<file path="src/rtl/urfa_pkg.sv">
// UART receive frame assembler: shared types and constants.
// No dependencies.
`timescale 1ns / 1ps

package urfa_pkg;

  localparam int BYTE_W      = 8;
  localparam int LEN_W       = 6;
  localparam int IDLE_W      = 16;
  localparam int REG_IDX_W   = 2;
  localparam int CFG_W       = 16;
  localparam int S_USER_W    = 1;
  localparam int M_DATA_W    = 16;

  typedef enum logic [1:0] {
    CAUSE_TIMEOUT  = 2'd0,
    CAUSE_OVERFLOW = 2'd1,
    CAUSE_END_BYTE = 2'd2
  } cause_t;

  localparam logic OP_BYTE = 1'b0;
  localparam logic OP_TICK = 1'b1;

  localparam logic [REG_IDX_W-1:0] REG_FRAME_MODE = 2'd0;
  localparam logic [REG_IDX_W-1:0] REG_END_BYTE   = 2'd1;
  localparam logic [REG_IDX_W-1:0] REG_IDLE_LIMIT = 2'd2;

  localparam logic              MODE_TIMEOUT   = 1'b0;
  localparam logic              MODE_END_BYTE  = 1'b1;
  localparam logic [BYTE_W-1:0] END_BYTE_RST   = 8'd10;
  localparam logic [IDLE_W-1:0] IDLE_LIMIT_RST = 16'd10;

endpackage

</file>
<file path="src/rtl/urfa_ram.sv">
// Generic single-write, single-read RAM with registered read data.
// No dependencies.
`timescale 1ns / 1ps

module urfa_ram #(
  parameter int WIDTH = 8,
  parameter int DEPTH = 64
) (
  input  logic                     clk,
  input  logic                     we,
  input  logic [$clog2(DEPTH)-1:0] waddr,
  input  logic [WIDTH-1:0]         wdata,
  input  logic [$clog2(DEPTH)-1:0] raddr,
  output logic [WIDTH-1:0]         rdata
);

  logic [WIDTH-1:0] mem [DEPTH];

  always_ff @(posedge clk) begin
    if (we) begin
      mem[waddr] <= wdata;
    end
    rdata <= mem[raddr];
  end

endmodule

</file>
<file path="src/rtl/uart_rx_frame_assembler_unit.sv">
// UART receive frame assembler top level: bytes and ticks in, closed frames out.
// Depends on urfa_pkg and urfa_ram (frame buffer).
// An input beat is taken only while idle; a closing beat moves the unit to the
// flush state, where each RAM read passes through rd_pend into the output register.
// One input beat per cycle is taken while no frame drains; a closed frame of N
// bytes drains one beat at a time, each RAM read waiting for the last to land and the output to free.
// Reset: synchronous, active high; registers to defaults, buffer empty.
`timescale 1ns / 1ps

module uart_rx_frame_assembler_unit #(
  parameter int BUFFER_DEPTH = 64
) (
  input  logic                            clk,
  input  logic                            rst,
  input  logic                            s_tvalid,
  output logic                            s_tready,
  input  logic [urfa_pkg::BYTE_W-1:0]     s_tdata,   // [7:0] rx_byte
  input  logic [urfa_pkg::S_USER_W-1:0]   s_tuser,   // [0] opcode
  output logic                            m_tvalid,
  input  logic                            m_tready,
  output logic [urfa_pkg::M_DATA_W-1:0]   m_tdata,   // [7:0] frame_byte, [13:8] frame_length
  output logic                            m_tlast,   // last_of_frame
  output logic [1:0]                      m_tuser,   // [1:0] close_cause
  input  logic                            cfg_we,
  input  logic [urfa_pkg::REG_IDX_W-1:0]  cfg_addr,
  input  logic [urfa_pkg::CFG_W-1:0]      cfg_wdata
);

  import urfa_pkg::*;

  localparam int ADDR_W = $clog2(BUFFER_DEPTH);
  localparam logic [ADDR_W-1:0] FULL_CNT = ADDR_W'(BUFFER_DEPTH - 1);

  typedef enum logic {ST_IDLE, ST_FLUSH} state_t;

  state_t              state;
  logic                frame_mode;
  logic [BYTE_W-1:0]   end_byte;
  logic [IDLE_W-1:0]   idle_limit;
  logic [ADDR_W-1:0]   fill;
  logic                frame_open;
  logic [IDLE_W-1:0]   idle_ticks;
  logic [ADDR_W-1:0]   flush_len;
  cause_t              cause;
  logic [ADDR_W-1:0]   rd_ptr;
  logic                rd_pend;
  logic                pend_last;
  logic [BYTE_W-1:0]   out_byte;
  logic [LEN_W-1:0]    out_len;
  cause_t              out_cause;
  logic                out_last;

  logic                in_beat;
  logic                is_byte;
  logic [ADDR_W-1:0]   fill_next;
  logic                full;
  logic                ended;
  logic [IDLE_W-1:0]   idle_next;
  logic                timeout;
  logic                rd_issue;
  logic [BYTE_W-1:0]   ram_rdata;

  assign s_tready  = (state == ST_IDLE);
  assign in_beat   = s_tvalid && s_tready;
  assign is_byte   = (s_tuser[0] == OP_BYTE);
  assign fill_next = fill + 1'b1;
  assign full      = (fill_next == FULL_CNT);
  assign ended     = (frame_mode == MODE_END_BYTE) && (s_tdata == end_byte);
  assign idle_next = (idle_ticks == '1) ? idle_ticks : idle_ticks + 1'b1;
  assign timeout   = idle_next > idle_limit;
  assign rd_issue  = (state == ST_FLUSH) && (rd_ptr != flush_len) && !rd_pend
                     && (!m_tvalid || m_tready);

  urfa_ram #(
    .WIDTH (BYTE_W),
    .DEPTH (BUFFER_DEPTH)
  ) u_frame_store (
    .clk   (clk),
    .we    (in_beat && is_byte),
    .waddr (fill),
    .wdata (s_tdata),
    .raddr (rd_ptr),
    .rdata (ram_rdata)
  );

  always_ff @(posedge clk) begin
    if (rst) begin
      frame_mode <= MODE_TIMEOUT;
      end_byte   <= END_BYTE_RST;
      idle_limit <= IDLE_LIMIT_RST;
    end else if (cfg_we) begin
      case (cfg_addr)
        REG_FRAME_MODE: frame_mode <= cfg_wdata[0];
        REG_END_BYTE:   end_byte   <= cfg_wdata[BYTE_W-1:0];
        REG_IDLE_LIMIT: idle_limit <= cfg_wdata[IDLE_W-1:0];
        default: ;
      endcase
    end
  end

  always_ff @(posedge clk) begin
    if (rst) begin
      state      <= ST_IDLE;
      fill       <= '0;
      frame_open <= 1'b0;
      idle_ticks <= '0;
      rd_ptr     <= '0;
      rd_pend    <= 1'b0;
      m_tvalid   <= 1'b0;
    end else begin
      case (state)
        ST_IDLE: begin
          if (in_beat) begin
            if (is_byte) begin
              idle_ticks <= '0;
              if (ended || full) begin
                state      <= ST_FLUSH;
                flush_len  <= fill_next;
                cause      <= ended ? CAUSE_END_BYTE : CAUSE_OVERFLOW;
                rd_ptr     <= '0;
                fill       <= '0;
                frame_open <= 1'b0;
              end else begin
                fill       <= fill_next;
                frame_open <= 1'b1;
              end
            end else if (frame_mode == MODE_TIMEOUT && frame_open) begin
              if (timeout) begin
                state      <= ST_FLUSH;
                flush_len  <= fill;
                cause      <= CAUSE_TIMEOUT;
                rd_ptr     <= '0;
                fill       <= '0;
                frame_open <= 1'b0;
                idle_ticks <= '0;
              end else begin
                idle_ticks <= idle_next;
              end
            end
          end
        end
        ST_FLUSH: begin
          if (rd_issue) begin
            rd_ptr    <= rd_ptr + 1'b1;
            pend_last <= (ADDR_W'(rd_ptr + 1'b1) == flush_len);
          end
          if (!rd_issue && !rd_pend && rd_ptr == flush_len) begin
            state <= ST_IDLE;
          end
        end
        default: state <= ST_IDLE;
      endcase

      rd_pend <= rd_issue;

      if (rd_pend) begin
        m_tvalid  <= 1'b1;
        out_byte  <= ram_rdata;
        out_last  <= pend_last;
        out_len   <= LEN_W'(flush_len);
        out_cause <= cause;
      end else if (m_tready) begin
        m_tvalid <= 1'b0;
      end
    end
  end

  assign m_tdata = {{(M_DATA_W - LEN_W - BYTE_W){1'b0}}, out_len, out_byte};
  assign m_tlast = out_last;
  assign m_tuser = out_cause;

  a_land_empty: assert property (@(posedge clk) disable iff (rst)
    rd_pend |-> !m_tvalid)
    else $error("read data lands on a held output beat");

  a_fill_bound: assert property (@(posedge clk) disable iff (rst)
    (state == ST_IDLE) |-> (fill < FULL_CNT))
    else $error("fill count reached overflow level while idle");

  a_open_fill: assert property (@(posedge clk) disable iff (rst)
    !frame_open |-> (fill == '0))
    else $error("bytes buffered with no open frame");

  a_cause_legal: assert property (@(posedge clk) disable iff (rst)
    m_tvalid |-> (m_tuser == CAUSE_TIMEOUT || m_tuser == CAUSE_OVERFLOW
                  || m_tuser == CAUSE_END_BYTE))
    else $error("illegal close cause on output");

  a_rd_bound: assert property (@(posedge clk) disable iff (rst)
    (state == ST_FLUSH) |-> (rd_ptr <= flush_len))
    else $error("read pointer past frame length");

endmodule
</file>
<file path="config.mk">
export PLATFORM = sky130hd
export DESIGN_NAME = uart_rx_frame_assembler_unit
export DESIGN_NICKNAME = d
export VERILOG_FILES = /design/src/rtl/urfa_pkg.sv /design/src/rtl/urfa_ram.sv /design/src/rtl/uart_rx_frame_assembler_unit.sv
export SDC_FILE = /design/constraint.sdc
export NUM_CORES = 1
export LEC_CHECK = 0
export ABC_CLOCK_PERIOD_IN_PS = 5600
export CORE_UTILIZATION = 47
export CTS_BUF_LIST = sky130_fd_sc_hd__clkbuf_8
export CTS_CLUSTER_SIZE = 30
export DETAILED_ROUTE_END_ITERATION = 8
export DONT_BUFFER_PORTS = 1
export PLACE_DENSITY_LB_ADDON = 0.2
export SETUP_SLACK_MARGIN = 0.1
export SLEW_MARGIN = 25
export SYNTH_ARGS = -nofsm -noshare
export SYNTH_HDL_FRONTEND = slang
export SYNTH_SLANG_ARGS = --single-unit
</file>
<file path="constraint.sdc">
create_clock -name clk -period 5.6 [get_ports clk]
set_input_delay 0.56 -clock clk [delete_from_list [all_inputs] [get_ports clk]]
set_output_delay 0.56 -clock clk [all_outputs]
set_load 0.01 [all_outputs]
</file>
# Word level (Yosys, flattened, before mapping)
# Memories as Yosys holds them, arrays and structs flattened. A register that Yosys moved wholly into a read port is not among the register bits.
# Cells that the tools add are included.
[op_classes]
reduce_logical = 26
muxes = 37
n_lt_le_gt_ge = 1
bitwise_logic = 4
addsub = 3
eq_ne = 15
[ops]
columns = ["cell", "count"]
rows = [
  ["$mux W6", 12],
  ["$mux W16", 4],
  ["$add A16 B1 Y16 const B", 1],
  ["$eq A16 B16 Y1 const B", 1],
  ["$gt A16 B16 Y1", 1],
  ["$mux W1", 14],
  ["$add A6 B1 Y6 const B", 2],
  ["$eq A6 B6 Y1", 2],
  ["$pmux W6 S2", 1],
  ["$mux W2", 5],
  ["$logic_and A1 B1 Y1", 9],
  ["$eq A8 B8 Y1", 1],
  ["$ne A2 B1 Y1 const B", 4],
  ["$reduce_and A2 Y1", 4],
  ["$eq A6 B6 Y1 const B", 1],
  ["$ne A3 B2 Y1 const B", 2],
  ["$ne A6 B6 Y1", 1],
  ["$reduce_and A3 Y1", 2],
  ["$reduce_and A6 Y1", 1],
  ["$reduce_and A5 Y1", 1],
  ["$not A1 Y1", 4],
  ["$reduce_and A4 Y1", 1],
  ["$reduce_bool A2 Y1", 2],
  ["$logic_not A1 Y1", 3],
  ["other kinds (6)", 7],
]
[word_totals]
input_bits = 32
memories = 1
word_cells = 104
ff_bits = 83
ram_bits = 512
out_inout_bits = 21
[memory_table]
columns = ["name", "words", "width", "rd", "rd_ports_with_merged_regs", "write_ports", "line_no", "text"]
rows = [
  ["u_frame_store.mem", 64, 8, 1, 1, 1, "urfa_ram.sv:17", "logic [WIDTH-1:0] mem [DEPTH];"],
]

# Logic depth before layout (Yosys ltp)
[logic_depth]
depth_word = 9
mapped_depth = 16
ltp_nobuf = 14

# Modules after synthesis
# From an unflattened synthesis, not the netlist that was laid out.
[unflattened]
cells_unflattened = 1439
hier_area_um2 = 24646.1
[by_module_without_submodules]
columns = ["mod", "area_each_um2", "instances", "cells_per_inst", "seq_area_each_um2"]
rows = [
  ["urfa_ram", 20166.8, 1, 940, 15534.9],
  ["uart_rx_frame_assembler_unit", 4479.3, 1, 499, 1921.8],
]

# Worst setup path before layout
# Ideal clock, no wire load.
[synth_timing]
path_kind = "register to register"
startpoint = "register idle_ticks[5]"
endpoint = "register cause[0], enable pin"
path_stages_with_launch = 13
synth_period_minus_slack_ns = 4.041
arrival_time_ns = 3.670
setup_slack_ns = 1.559
t_required_ns = 5.230
setup_time_ns = 0.370
n_path_buf = 1
path_cell_list = "dfxtp_1 > clkbuf_1 > nand4_1 > or4_1 > and2_1 > or2_1 > ha_1 > nand4_1 > a2111o_1 > a31oi_1 > a21oi_1 > nand2b_1 > nor2_1"
[synth_between]
elab_chain_cells = 5
elab_cells_between_ends = 6
classes_between = "add/sub: 1; order compare: 1; eq/ne: 2; mux: 1; reduce/logical: 1"
[synth_lines]
columns = ["item", "line_no", "text"]
rows = [
  ["start, declared", "uart_rx_frame_assembler_unit.sv:42", "logic [IDLE_W-1:0] idle_ticks;"],
  ["start signal, assigned", "uart_rx_frame_assembler_unit.sv:137", "idle_ticks <= idle_next;"],
  ["$add A16 B1 Y16 / $eq A16 B16 Y1 (equally long branches)", "uart_rx_frame_assembler_unit.sv:69", "assign idle_next = (idle_ticks == '1) ? idle_ticks : idle_ticks + 1'b1;"],
  ["$mux W16 (*)", "uart_rx_frame_assembler_unit.sv:69", ""],
  ["$gt A16 B16 Y1 (*)", "uart_rx_frame_assembler_unit.sv:70", "assign timeout = idle_next > idle_limit;"],
  ["$ne A2 B1 Y1 (no line) (*)", "n/a", ""],
  ["$reduce_and A6 Y1 (no line) (*)", "n/a", ""],
  ["end signal, assigned", "uart_rx_frame_assembler_unit.sv:119", "cause <= ended ? CAUSE_END_BYTE : CAUSE_OVERFLOW;"],
  ["end, declared", "uart_rx_frame_assembler_unit.sv:44", "cause_t cause;"],
]
# Every way passes the cells marked *; elsewhere a longest branch is shown, timed or not.
# A chain may end at the register's enable or synchronous reset.

# Worst setup path in the final report
[layout_timing]
startpoint = "register idle_ticks[0]"
endpoint = "register flush_len[5], enable pin"
[layout_between]
elab_chain_cells = 5
elab_cells_between_ends = 6
classes_between = "add/sub: 1; order compare: 1; eq/ne: 2; mux: 1; reduce/logical: 1"
[layout_lines]
columns = ["item", "line_no", "text"]
rows = [
  ["$add A16 B1 Y16 / $eq A16 B16 Y1 (equally long branches)", "uart_rx_frame_assembler_unit.sv:69", ""],
  ["$mux W16 (*)", "uart_rx_frame_assembler_unit.sv:69", ""],
  ["$gt A16 B16 Y1 (*)", "uart_rx_frame_assembler_unit.sv:70", ""],
  ["$ne A2 B1 Y1 (no line) (*)", "n/a", ""],
  ["$reduce_and A6 Y1 (no line) (*)", "n/a", ""],
  ["end signal, assigned", "uart_rx_frame_assembler_unit.sv:118", "flush_len <= fill_next;"],
  ["end signal, assigned", "uart_rx_frame_assembler_unit.sv:130", "flush_len <= fill;"],
  ["end, declared", "uart_rx_frame_assembler_unit.sv:43", "logic [ADDR_W-1:0] flush_len;"],
]
# Marked as above.

==> metrics.txt <==
# TYPE chip_impl_metric gauge
chip_impl_info{name="run_status",value="complete, no violations"} 1
chip_impl_metric{name="crit_path_max_fanout",unit=""} 9
chip_impl_metric{name="layout_worst_path_cycle_share",unit=""} 0.855
chip_impl_metric{name="timing_worst_slew_pin_value",unit="ns"} 0.922
chip_impl_metric{name="synth-compound-area-share",unit=""} 0.0225
chip_impl_info{name="most_area_hungry_cell_type_in_the_yosys_netlist",value="edfxtp_1"} 1
chip_impl_metric{name="p_sw",unit="mW"} 1.93
chip_impl_metric{name="clkSlewWorstSetupHoldPaths",unit="ns"} 0.06
chip_impl_metric{name="wire_length_of_the_first_global_routing_pass",unit="um"} 81300
chip_impl_metric{name="switching_share_of_power",unit=""} 0.219
chip_impl_metric{name="area_delta_synth_final",unit="%"} 11.8
chip_impl_metric{name="max-slew-margin-rel",unit=""} 0.384
chip_impl_metric{name="period_needed",unit="ns"} 4.79
chip_impl_metric{name="final-seq-area",unit="mm2"} 0.0175
chip_impl_metric{name="initial_core_util",unit=""} 0.479
chip_impl_metric{name="number_of_instances_on_the_worst_hold_path",unit=""} 3
chip_impl_info{name="path_class",value="reg -> reg"} 1
chip_impl_info{name="synth_area_leaders",value="edfxtp_1 67%, mux4_2 16%, dfxtp_1 5.4%"} 1
chip_impl_metric{name="global_route.overflow_total",unit=""} 0
chip_impl_metric{name="vias_in_the_first_global_route",unit=""} 12400
chip_impl_metric{name="max-vdd-ir-drop",unit="V"} 0.000184
chip_impl_metric{name="die_y",unit="um"} 229
chip_impl_metric{name="timing.final.ws_setup",unit="ns"} 0.811
chip_impl_metric{name="worstSkewPairLatency",unit="ns"} 0.68
chip_impl_metric{name="postRouteWirelength",unit="um"} 55000
chip_impl_info{name="largest_family_of_logic_cells_by_synthesized_area",value="multiplexers"} 1
chip_impl_metric{name="rrSetupSlack",unit="ns"} 0.81
chip_impl_info{name="cp_startpoint_kind",value="flop"} 1
chip_impl_metric{name="remaining_drc_errors",unit=""} 0
chip_impl_metric{name="wl_per_cell",unit="um"} 26.1
chip_impl_metric{name="synth_top_area_share",unit=""} 0.670
chip_impl_metric{name="num_vias",unit=""} 12300
chip_impl_info{name="final_common_cell",value="edfxtp_1"} 1
chip_impl_metric{name="io_buffers",unit=""} 0
chip_impl_metric{name="drt-initial-drc-count",unit=""} 1127
chip_impl_metric{name="clock-sinks",unit=""} 603
chip_impl_metric{name="number_of_flops_mapped_to_enable_cells_by_yosys",unit=""} 538
chip_impl_metric{name="synth-adder-area-share",unit=""} 0.0104
chip_impl_metric{name="multi_input_area",unit="mm2"} 0.00624
chip_impl_metric{name="post-place-cells",unit=""} 1900
chip_impl_metric{name="post_cts_resized",unit=""} 0
chip_impl_metric{name="proportion_of_synthesized_chip_area_in_sequential_cells",unit=""} 0.724
chip_impl_metric{name="r2r.worst_path.cells",unit=""} 13
chip_impl_metric{name="core_footprint",unit="mm2"} 0.0504
chip_impl_metric{name="cts_inserted_buffers",unit=""} 100
chip_impl_metric{name="avg_inst_size_synth",unit="um2"} 18.7
chip_impl_info{name="timing.critical_path.from",value="idle_ticks[0]"} 1
chip_impl_info{name="clock_root_cell",value="clkbuf_8"} 1
chip_impl_metric{name="nets",unit=""} 1409
chip_impl_metric{name="buffer_levels_on_the_longest_clock_path",unit=""} 3
chip_impl_metric{name="firstDrtPassIters",unit=""} 5
chip_impl_metric{name="synth.ff_latch_count",unit=""} 603
chip_impl_metric{name="gr-usage-all-layers",unit=""} 0.215
chip_impl_metric{name="share_comb_of_total_power",unit=""} 0.036
chip_impl_metric{name="clockPowerShare",unit=""} 0.404
chip_impl_info{name="top_ff_cell_synth",value="edfxtp_1"} 1
chip_impl_info{name="cp-end-kind",value="flop"} 1
chip_impl_info{name="hold_crit_start",value="rst"} 1
chip_impl_metric{name="whs",unit="ns"} 0.0594
chip_impl_metric{name="worst_ep_arrival_time",unit="ns"} 5.10
chip_impl_metric{name="die-area",unit="mm2"} 0.0522
chip_impl_metric{name="grt_antenna_before_repair",unit=""} 2
chip_impl_metric{name="fin_tns_setup",unit="ns"} 0
chip_impl_metric{name="ys_warn_count",unit=""} 0
chip_impl_metric{name="yosysUniqueCellTypes",unit=""} 56
chip_impl_metric{name="cts_htree_levels",unit=""} 3
chip_impl_metric{name="cellLeakagePower",unit="nW"} 8.43
chip_impl_metric{name="critPathRequiredTime",unit="ns"} 5.91
chip_impl_info{name="tritoncts",value="yes"} 1
chip_impl_metric{name="die_width",unit="um"} 229
chip_impl_metric{name="fillCellCount",unit=""} 3946
chip_impl_metric{name="pwr-share-seq",unit=""} 0.559
chip_impl_metric{name="synthArstFlopShare",unit=""} 0
chip_impl_metric{name="timing.clock.skew",unit="ns"} 0.0514
chip_impl_metric{name="power_density",unit="mW/mm2"} 327
chip_impl_info{name="layout_common_cells",value="538 x edfxtp_1, 168 x mux4_2, 113 x nor2_1"} 1
chip_impl_info{name="hold_class",value="in -> reg"} 1
chip_impl_metric{name="floorplan.io_pins",unit=""} 53
chip_impl_metric{name="rows",unit=""} 82
chip_impl_metric{name="post_synth_mux_area_share",unit=""} 0.161
chip_impl_metric{name="setup_viol",unit=""} 0
chip_impl_metric{name="post_synth_and_or_nand_nor_area_fraction",unit=""} 0.0518
chip_impl_metric{name="placement.cell_area",unit="mm2"} 0.0247
chip_impl_metric{name="clock.fmax",unit="MHz"} 209
chip_impl_metric{name="ant_nets",unit=""} 0
chip_impl_metric{name="synthXorXnorAreaFrac",unit=""} 0.0120
chip_impl_metric{name="pre_cts_slack",unit="ns"} 0.910
chip_impl_metric{name="final_hold_viol_count",unit=""} 0
chip_impl_metric{name="final_weighted_congestion_of_routability_driven_global_placement",unit=""} 0.813
chip_impl_metric{name="post_drt_via_cell_ratio",unit=""} 5.84
chip_impl_info{name="rsz0062_at_grt",value="no"} 1
chip_impl_metric{name="grt_start_max_net_pins",unit=""} 70
chip_impl_metric{name="layout.cells.non_filler",unit=""} 2107
chip_impl_metric{name="postSynthCellCount",unit=""} 1289
chip_impl_metric{name="dp_hpwl",unit="um"} 30500
chip_impl_metric{name="drive_above_1_share",unit=""} 0.221
chip_impl_metric{name="synth.cell_area",unit="mm2"} 0.0241
chip_impl_metric{name="timing.max_cap.violations",unit=""} 0
chip_impl_metric{name="int_pwr",unit="mW"} 6.88
chip_impl_metric{name="design_area",unit="mm2"} 0.0270
chip_impl_info{name="r2r-start",value="idle_ticks[0]"} 1
chip_impl_metric{name="timing.final.max_slew_violations",unit=""} 0
state kept, by name, indices dropped and copies added (netlist names):
| signal | count |
|---|---|
| end_byte | 8 |
| idle_limit | 16 |
| state | 1 |
| fill | 6 |
| frame_open | 1 |
| m_tuser | 2 |
| cause | 2 |
| m_tvalid | 1 |
| out_byte | 8 |
| flush_len | 6 |
| u_frame_store.rdata | 8 |
| m_tlast | 1 |
| u_frame_store.mem | 512 |
| out_len | 6 |
| frame_mode | 1 |
| rd_pend | 1 |
| pend_last | 1 |
| rd_ptr | 6 |
| idle_ticks | 16 |
worst paths after layout:
kind                                     end
worst min register to register   out_byte[5]
worst min-delay path               rd_ptr[1]
worst max-delay path            flush_len[5]
worst max register to register  flush_len[5]
through the flow:
stage / power, mW / utilization
final: 8.82 / 0.535
after global routing: 9.11 / 0.535
after CTS: 8.89 / 0.535
after detailed placement: 5.25 / 0.491
after global placement: 5.25 / 0.491
after floorplan: 5.21 / -
Yosys cell counts (all sizes together), types with 3 or more instances:
| cell | instances |
|---|---|
| buf | 29 |
| or3 | 8 |
| a22oi | 3 |
| clkbuf | 39 |
| a22o | 3 |
| mux4 | 168 |
| nand3b | 6 |
| nand4 | 11 |
| nand2b | 5 |
| mux2i | 9 |
| inv | 27 |
| dfxtp | 65 |
| xor2 | 11 |
| nand2 | 65 |
| nand3 | 20 |
| a221o | 3 |
| a21oi | 43 |
| nor3 | 9 |
| xnor2 | 22 |
| nor2b | 8 |
| nor4 | 4 |
| edfxtp | 538 |
| ha | 20 |
| and3 | 7 |
| o21ai | 15 |
| or2 | 5 |
| a211o | 5 |
| nor2 | 113 |
layout make-up:
cell class,count,share of cell area
flip-flops and latches,603,0.648
multi-input cells,592,0.231
clock buffers,106,0.0541
well taps,672,0.0312
repair buffers,33,0.0186
clock inverters,73,0.0133
inverters,27,0.00376
diodes,1,0.0000928
routing by layer:
layer,track usage,wire length (um)
met1,0.294,23000
met5,0,13
met4,0.0812,1710
met2,0.323,25500
met3,0.0687,4740
cell families (layout without fill, tap and decap cells):
group	after synthesis	count (layout)
flip-flops	603	603
multiplexers	178	178
buffers and inverters	95	239
AND/OR/NAND/NOR	271	271
XOR/XNOR	33	33
AO/OA/AOI/OAI	88	88
other	1	3
adder cells (fa/ha/maj)	20	20
timing repair:
item / CTS / global route
endpoints found under the hold margin: 551 / 0
hold buffers: 27 / 0
setup buffers: 0 / 0
power groups by stage:
stage / Sequential (mW) / Clock (mW) / Combinational (mW)
after floorplan: 5.02 / 0 / 0.189
after global placement: 5.02 / 0 / 0.226
after detailed placement: 5.02 / 0 / 0.227
after CTS: 4.93 / 3.63 / 0.326
after global routing: 4.93 / 3.83 / 0.347
final: 4.93 / 3.56 / 0.322
critical path, stage by stage, from the launching register on:
cell and delay [ns]:
dfxtp_1 0.43, ha_1 0.27, nand4_1 0.22, nor4_2 0.56, or3_1 0.25, or2_1 0.17
xnor2_1 0.08, ha_1 0.31, nand4_1 0.16, a2111o_1 0.37, a31oi_1 0.46, a21oi_1 0.37
nand2b_1 0.26, nor2_1 0.51
Power figures use the tool's default switching activity.
